## src/hw/rtl/bthg_pkg.sv

```systemverilog
// Package with the shared types and constants of the button tap-and-hold gesture detector.
package bthg_pkg;

  localparam int unsigned TimeWidthDefault = 32;
  localparam int unsigned InTimeWidth      = 32;
  localparam int unsigned MsWidth          = 16;
  localparam int unsigned TapWidth         = 4;
  localparam int unsigned CfgIdxWidth      = 2;
  localparam int unsigned InDataWidth      = 40;
  localparam int unsigned OutDataWidth     = 16;

  localparam logic [TapWidth-1:0] TapMax = '1;

  localparam logic [MsWidth-1:0]  DebounceReset = 16'd20;
  localparam logic [MsWidth-1:0]  TimeoutReset  = 16'd500;
  localparam logic [TapWidth-1:0] TapsReset     = 4'd3;
  localparam logic [MsWidth-1:0]  HoldReset     = 16'd1000;

  typedef enum logic [1:0] {
    CMD_UPDATE  = 2'd0,
    CMD_CONSUME = 2'd1,
    CMD_CLEAR   = 2'd2
  } cmd_e;

  typedef enum logic [CfgIdxWidth-1:0] {
    REG_DEBOUNCE = 2'd0,
    REG_TIMEOUT  = 2'd1,
    REG_TAPS     = 2'd2,
    REG_HOLD     = 2'd3
  } reg_idx_e;

  typedef struct packed {
    logic [MsWidth-1:0]  debounce_ms;
    logic [MsWidth-1:0]  tap_window_ms;
    logic [TapWidth-1:0] taps_required;
    logic [MsWidth-1:0]  hold_ms;
  } cfg_t;

  typedef struct packed {
    logic [TapWidth-1:0] taps_so_far;
    logic                hold_armed;
    logic                action_pending;
    logic                release_edge;
    logic                press_edge;
    logic                is_pressed;
  } res_t;

endpackage

```

## src/hw/rtl/bthg_cfg.sv

```systemverilog
// Configuration register file of the gesture detector.
module bthg_cfg (
  input  logic                               clk_i,
  input  logic                               rst_ni,
  input  logic                               cfg_we_i,
  input  logic [bthg_pkg::CfgIdxWidth-1:0]   cfg_idx_i,
  input  logic [bthg_pkg::MsWidth-1:0]       cfg_wdata_i,
  output bthg_pkg::cfg_t                     cfg_o
);

  bthg_pkg::cfg_t cfg_q, cfg_d;

  always_comb begin
    cfg_d = cfg_q;
    if (cfg_we_i) begin
      case (bthg_pkg::reg_idx_e'(cfg_idx_i))
        bthg_pkg::REG_DEBOUNCE: cfg_d.debounce_ms = cfg_wdata_i;
        bthg_pkg::REG_TIMEOUT:  cfg_d.tap_window_ms = cfg_wdata_i;
        bthg_pkg::REG_TAPS:
          cfg_d.taps_required = cfg_wdata_i[bthg_pkg::TapWidth-1:0];
        bthg_pkg::REG_HOLD:     cfg_d.hold_ms = cfg_wdata_i;
        default: cfg_d = cfg_q;
      endcase
    end
  end

  always_ff @(posedge clk_i or negedge rst_ni) begin
    if (!rst_ni) begin
      cfg_q.debounce_ms   <= bthg_pkg::DebounceReset;
      cfg_q.tap_window_ms <= bthg_pkg::TimeoutReset;
      cfg_q.taps_required <= bthg_pkg::TapsReset;
      cfg_q.hold_ms       <= bthg_pkg::HoldReset;
    end else begin
      cfg_q <= cfg_d;
    end
  end

  assign cfg_o = cfg_q;

endmodule

```

## src/hw/rtl/bthg_core.sv

```systemverilog
// Gesture state registers and the combinational update logic for one request.
module bthg_core #(
  parameter int unsigned TimeWidth = bthg_pkg::TimeWidthDefault
) (
  input  logic                  clk_i,
  input  logic                  rst_ni,
  input  logic                  fire_i,
  input  bthg_pkg::cmd_e        cmd_i,
  input  logic                  pin_level_i,
  input  logic [TimeWidth-1:0]  now_i,
  input  bthg_pkg::cfg_t        cfg_i,
  output bthg_pkg::res_t        res_o
);

  logic                          pressed_q, pressed_d;
  logic                          armed_q, armed_d;
  logic                          pending_q, pending_d;
  logic [bthg_pkg::TapWidth-1:0] taps_q, taps_d;
  logic [TimeWidth-1:0]          press_stamp_q, press_stamp_d;
  logic [TimeWidth-1:0]          release_stamp_q, release_stamp_d;
  logic [TimeWidth-1:0]          tap_stamp_q, tap_stamp_d;

  logic                 raw_pressed;
  logic                 rise, fall;
  logic [TimeWidth-1:0] el_press, el_release, el_tap, el_tap_new;
  logic [TimeWidth-1:0] debounce, timeout, hold;
  logic [bthg_pkg::TapWidth-1:0] taps_rise;

  assign raw_pressed = ~pin_level_i;
  assign el_press    = now_i - press_stamp_q;
  assign el_release  = now_i - release_stamp_q;
  assign el_tap      = now_i - tap_stamp_q;
  assign debounce    = TimeWidth'(cfg_i.debounce_ms);
  assign timeout     = TimeWidth'(cfg_i.tap_window_ms);
  assign hold        = TimeWidth'(cfg_i.hold_ms);

  always_comb begin
    pressed_d       = pressed_q;
    armed_d         = armed_q;
    pending_d       = pending_q;
    taps_d          = taps_q;
    press_stamp_d   = press_stamp_q;
    release_stamp_d = release_stamp_q;
    tap_stamp_d     = tap_stamp_q;
    rise            = 1'b0;
    fall            = 1'b0;
    taps_rise       = taps_q;
    el_tap_new      = el_tap;

    case (cmd_i)
      bthg_pkg::CMD_UPDATE: begin
        rise = raw_pressed & ~pressed_q & (el_press > debounce);
        fall = ~raw_pressed & pressed_q & (el_release > debounce);
        if (rise) begin
          press_stamp_d = now_i;
          pressed_d     = 1'b1;
          tap_stamp_d   = now_i;
          el_tap_new    = '0;
          if (el_tap <= timeout) begin
            taps_rise = (taps_q == bthg_pkg::TapMax) ? taps_q
                                                     : taps_q + 1'b1;
          end else begin
            taps_rise = bthg_pkg::TapWidth'(1);
          end
          taps_d = taps_rise;
          if (taps_rise >= cfg_i.taps_required) begin
            armed_d = 1'b1;
          end
        end
        if (fall) begin
          release_stamp_d = now_i;
          pressed_d       = 1'b0;
        end
        if (armed_d && pressed_d && (el_tap_new >= hold)) begin
          pending_d = 1'b1;
          armed_d   = 1'b0;
          taps_d    = '0;
        end
        if (!pressed_d) begin
          armed_d = 1'b0;
          if (el_tap_new > timeout) begin
            taps_d = '0;
          end
        end
      end
      bthg_pkg::CMD_CONSUME: begin
        pending_d = 1'b0;
      end
      bthg_pkg::CMD_CLEAR: begin
        pressed_d       = 1'b0;
        armed_d         = 1'b0;
        pending_d       = 1'b0;
        taps_d          = '0;
        press_stamp_d   = '0;
        release_stamp_d = '0;
        tap_stamp_d     = '0;
      end
      default: begin
        pressed_d = pressed_q;
      end
    endcase
  end

  always_ff @(posedge clk_i or negedge rst_ni) begin
    if (!rst_ni) begin
      pressed_q       <= 1'b0;
      armed_q         <= 1'b0;
      pending_q       <= 1'b0;
      taps_q          <= '0;
      press_stamp_q   <= '0;
      release_stamp_q <= '0;
      tap_stamp_q     <= '0;
    end else if (fire_i) begin
      pressed_q       <= pressed_d;
      armed_q         <= armed_d;
      pending_q       <= pending_d;
      taps_q          <= taps_d;
      press_stamp_q   <= press_stamp_d;
      release_stamp_q <= release_stamp_d;
      tap_stamp_q     <= tap_stamp_d;
    end
  end

  assign res_o.is_pressed     = pressed_d;
  assign res_o.press_edge     = rise;
  assign res_o.release_edge   = fall;
  assign res_o.action_pending = pending_d;
  assign res_o.hold_armed     = armed_d;
  assign res_o.taps_so_far    = taps_d;

endmodule

```

## src/hw/rtl/button_tap_hold_gesture_detector.sv

```systemverilog
// Top level of the button tap-and-hold gesture detector.
// Every request (update tick, consume or clear) yields exactly one result that shows the
// gesture state after it. The block takes one request per clock cycle unless the result
// side stalls it: the request is captured in an input register, the state update and the
// result are computed in one pass of compare and subtract logic on the timestamp
// registers, and the result is held in an output register. Back-pressure on the result
// side stalls the input register, and the input side keeps accepting as long as the
// output register is free or is being emptied in the same cycle.
module button_tap_hold_gesture_detector #(
  parameter int unsigned TIME_WIDTH = bthg_pkg::TimeWidthDefault
) (
  input  logic                                  clk_i,
  input  logic                                  rst_ni,
  input  logic                                  s_axis_tvalid,
  output logic                                  s_axis_tready,
  // Bits from low up: pin_level, millisecond time, zero fill.
  input  logic [bthg_pkg::InDataWidth-1:0]      s_axis_tdata,
  // Bits from low up: command.
  input  logic [1:0]                            s_axis_tuser,
  output logic                                  m_axis_tvalid,
  input  logic                                  m_axis_tready,
  // Bits from low up: is_pressed, press_edge, release_edge, action_pending,
  // hold_armed, taps_so_far, zero fill.
  output logic [bthg_pkg::OutDataWidth-1:0]     m_axis_tdata,
  input  logic                                  cfg_we_i,
  input  logic [bthg_pkg::CfgIdxWidth-1:0]      cfg_idx_i,
  input  logic [bthg_pkg::MsWidth-1:0]          cfg_wdata_i
);

  logic                                in_valid_q;
  bthg_pkg::cmd_e                      cmd_q;
  logic                                pin_q;
  logic [bthg_pkg::InTimeWidth-1:0]    time_q;
  logic                                out_valid_q;
  bthg_pkg::res_t                      res_q;
  bthg_pkg::res_t                      res;
  bthg_pkg::cfg_t                      cfg;
  logic                                advance;
  logic                                in_fire;

  assign advance       = in_valid_q & (~out_valid_q | m_axis_tready);
  assign s_axis_tready = ~in_valid_q | advance;
  assign in_fire       = s_axis_tvalid & s_axis_tready;

  bthg_cfg u_cfg (
    .clk_i       (clk_i),
    .rst_ni      (rst_ni),
    .cfg_we_i    (cfg_we_i),
    .cfg_idx_i   (cfg_idx_i),
    .cfg_wdata_i (cfg_wdata_i),
    .cfg_o       (cfg)
  );

  bthg_core #(
    .TimeWidth (TIME_WIDTH)
  ) u_core (
    .clk_i       (clk_i),
    .rst_ni      (rst_ni),
    .fire_i      (advance),
    .cmd_i       (cmd_q),
    .pin_level_i (pin_q),
    .now_i       (TIME_WIDTH'(time_q)),
    .cfg_i       (cfg),
    .res_o       (res)
  );

  always_ff @(posedge clk_i or negedge rst_ni) begin
    if (!rst_ni) begin
      in_valid_q  <= 1'b0;
      out_valid_q <= 1'b0;
    end else begin
      if (s_axis_tready) begin
        in_valid_q <= s_axis_tvalid;
      end
      if (advance) begin
        out_valid_q <= 1'b1;
      end else if (m_axis_tready) begin
        out_valid_q <= 1'b0;
      end
    end
  end

  always_ff @(posedge clk_i) begin
    if (in_fire) begin
      cmd_q  <= bthg_pkg::cmd_e'(s_axis_tuser);
      pin_q  <= s_axis_tdata[0];
      time_q <= s_axis_tdata[bthg_pkg::InTimeWidth:1];
    end
    if (advance) begin
      res_q <= res;
    end
  end

  assign m_axis_tvalid = out_valid_q;
  assign m_axis_tdata  = bthg_pkg::OutDataWidth'(res_q);

endmodule

```

## config.mk

```make
export PLATFORM = sky130hd
export DESIGN_NAME = button_tap_hold_gesture_detector
export DESIGN_NICKNAME = d
export VERILOG_FILES = /design/src/hw/rtl/bthg_pkg.sv /design/src/hw/rtl/bthg_cfg.sv /design/src/hw/rtl/bthg_core.sv /design/src/hw/rtl/button_tap_hold_gesture_detector.sv
export SDC_FILE = /design/constraint.sdc
export NUM_CORES = 1
export LEC_CHECK = 0
export BUFFER_PORTS_ARGS = -buffer_cell sky130_fd_sc_hd__buf_2
export CAP_MARGIN = 0
export CELL_PAD_IN_SITES_DETAIL_PLACEMENT = 0
export CELL_PAD_IN_SITES_GLOBAL_PLACEMENT = 2
export CORE_UTILIZATION = 36
export DETAILED_ROUTE_END_ITERATION = 7
export PLACE_DENSITY = 0.88
export SETUP_SLACK_MARGIN = 0.5
export SLEW_MARGIN = 25
export SYNTH_ARGS = -nofsm -noshare
export SYNTH_HDL_FRONTEND = slang
export SYNTH_HIERARCHICAL = 1
export SYNTH_SLANG_ARGS = --single-unit
```

## constraint.sdc

```tcl
create_clock -name clk_i -period 6.6 [get_ports clk_i]
set_input_delay 0 -clock clk_i [delete_from_list [all_inputs] [get_ports clk_i]]
set_output_delay 0 -clock clk_i [all_outputs]
set_load 0.1 [all_outputs]
```

==> impl_metrics.toml <==
[outcome]
status = "finished, final reports clean"

[timing]
finalSetupViolCount = 0
fin_skew_ns = 0.0139
worst_pin_slew_ns = 0.999
max_freq_mhz = 167
setup_tns_ns = 0
slew-limit-headroom_pct = 33.3
hold_viol = 0
layout_min_cycle_time_ns = 5.98
finalMaxSlewViolations = 0
period_share_pct = 90.5
grt_setup_unrepaired = "true"

[critical_path]
worst_ep_arrival_time_ns = 6.19
start_kind = "register"
crit_path_top_delay_cell = "fa_2"
r2r_start = "time_q[0]"
critPathMaxFanout = 6
reg2reg_slack_ns = 0.62
critPathRequiredTime_ns = 6.82
cp.depth = 30
path_buf_inv = 3
worstReg2RegEnd = "m_axis_tdata[3]"
cp_top_family = "compound AO/OA/AOI/OAI gates"
path_class = "reg2reg"
cpMostUsedCell = "a21o_1"
reg2regPathDepth = 30
worst_path_largest_cell_delay_ns = 0.42
cp-end-kind = "register"

[floorplan]
ios = 83
start_util_pct = 37.0
core-area_um2 = 35900
die-area_um2 = 37700
rows = 69
die_w_um = 194
fp.dieH_um = 194

[synth]
ys_types = 102
synth_cells = 1363
synth_area_per_cell_um2 = 9.75
seq_area_frac_synth_pct = 33.6
async_flop_share_pct = 74.0
yosys.area.top_type_share_pct = 20.5
ys_warn_count = 6
ys_ff_latch = 169
netlist_area_um2 = 13300
synth_edf_count = 44
synth_top_area_cell = "dfrtp_1"
synth_area_leaders = "dfrtp_1 21%, ha_1 14%, edfxtp_1 9.9%"
synth_ff_type = "dfrtp_1"

[clock_network]
cts_tree = "yes"
cts-root-buf = "clkbuf_16"
h-tree-depth = 4
insertion_delay_ns = 0.46
clockBufferDepth = 2
clk_pin_slew_worst_paths_ns = 0.07
cts_made_buffers = 17
cts_sinks = 169

[detailed_routing]
viasPerCell = 5.43
drt_iter0_markers = 617
drt.antenna.violating_nets = 0
drtPass1Iterations = 8
drc = 0
wl_per_cell_um = 18.7
dr_total_vias = 10800
routed_wl_um = 37200

[power]
power_leakage_nw = 7.10
ir_drop_v = 0.000195
power.density_nw_per_um2 = 368

[finish]
layout_common_cells = "134 x ha_1, 127 x inv_1, 109 x dfrtp_1, 73 x a21oi_1, 71 x nand2_1"
fillCellCount = 3500
nets = 1727
final_cell_area_um2 = 16000
drive_above_1_share_pct = 21.1
final_common_cell = "ha_1"
fin_cells = 1989
multi_input_area_um2 = 8410
antenna_cells = 0
regArea_um2 = 4470
area_growth_pct = 20.2

[min_path]
hold_start = "cfg_we_i"
min_path_type = "in2reg"
worstHoldPathCells = 3
worstHoldEndpoint = "u_cfg/cfg_o[17]"

[placed_design]
io_buffers = 68
dpl.hpwl_um = 27900
gp_congestion = 0.893
place_area_um2 = 14100
placed_cells = 1875

[global_route]
grt_pass1_vias = 10800
gr-total-overflow = 0
track_usage_pct = 19.6
grt_max_degree = 76
antenna_found_initial = 0
grt_pass1_wl_um = 58100

[flow_run]
drv_cap = 0
==> cell type report <==
cell class / instances / area share (%)
clock buffer: 18 / 2.69
clock inverter: 14 / 1.30
inverter: 130 / 3.06
multi-input combinational: 1019 / 52.7
sequential: 169 / 28.0
tap: 461 / 3.61
timing repair buffer: 178 / 8.65
==> per-layer routing <==
layer,routed length (um),track usage (%),part of all wire (%),up-vias
li1,-,-,-,5267
met1,17500,26.6,47,5291
met2,17900,32.8,48,224
met3,1320,2.40,3.5,24
met4,495,5.50,1.3,0
met5,0,0,0,-
==> timing repair <==
action,in CTS,in global routing
resized for setup,15,68
cloned,0,3
hold endpoints to repair,139,0
setup endpoints to repair,12,44
setup buffers,1,23
hold buffers,55,0
pin swaps,4,49
==> through the flow <==
stage          hold WS (ns)  power (mW)  worst slack, ns  utilization, %
6_report             0.0695        5.88            0.624            44.5
3_3_place_gp         0.0578        4.36            0.134            39.3
3_5_place_dp         0.0760        4.41           0.0236            39.3
4_1_cts              0.0543        5.64            0.445            42.8
5_1_grt              0.0993        6.32            0.359            44.5
2_1_floorplan        -0.296        3.58            0.552               -
==> worst max path at each step <==
stage,startpoint,to
global placement,time_q[0],m_axis_tdata[3]
detailed placement,time_q[0],m_axis_tdata[3]
floorplan,time_q[0],m_axis_tdata[3]
finish,time_q[0],m_axis_tdata[3]
CTS,time_q[0],m_axis_tdata[3]
global route,u_core/tap_stamp_q[2],u_core/taps_q[2]
==> tightest hold or removal path, cell delays in order <==
cell,delay (ns)
buf_2,0.13
nand3b_1,0.18
mux2_2,0.18
==> cell families after synthesis <==
group	share of synthesized area [%]
AO/OA/AOI/OAI	17.8
flip-flops	33.6
AND/OR/NAND/NOR	15.0
multiplexers	10.5
XOR/XNOR	2.84
adder cells (fa/ha/maj)	14.0
buffers and inverters	6.20
other	0.0282
==> state kept, by name (all words and copies together) (netlist names) <==
name	flops
pin_q	1
u_core/taps_q	4
m_axis_tvalid	1
u_core/pressed_q	1
time_q	32
cmd_q	2
in_valid_q	1
u_core/armed_q	1
u_cfg/cfg_o	52
u_core/release_stamp_q	32
m_axis_tdata	9
u_core/pending_q	1
u_core/tap_stamp_q	32
==> power breakdown <==
part	switching, mW	internal (mW)
Clock	0.472	0.643
Combinational	1.93	1.43
Sequential	0.117	1.29
==> cell usage after synthesis (all sizes together), types with 4 or more instances <==
cell type / number
clkbuf: 19
xnor2: 27
and2: 46
nor4: 9
o211ai: 16
nand2: 76
nor3: 23
inv: 130
a31oi: 13
and3: 8
nand2b: 16
dfrtp: 109
buf: 32
or3: 6
o21ai: 58
a221o: 4
nor2: 66
o21bai: 11
o21a: 12
nand3b: 8
a21oi: 83
and4: 7
xor2: 16
a221oi: 7
a21boi: 10
or4: 5
o31ai: 4
nand3: 19
o221ai: 9
a21o: 49
edfxtp: 44
or2: 5
mux2: 118
o2111ai: 5
a211oi: 18
nor2b: 22
nand4: 31
dfstp: 16
a2111oi: 5
mux2i: 7
ha: 145
(Power assumes the default switching activity.)
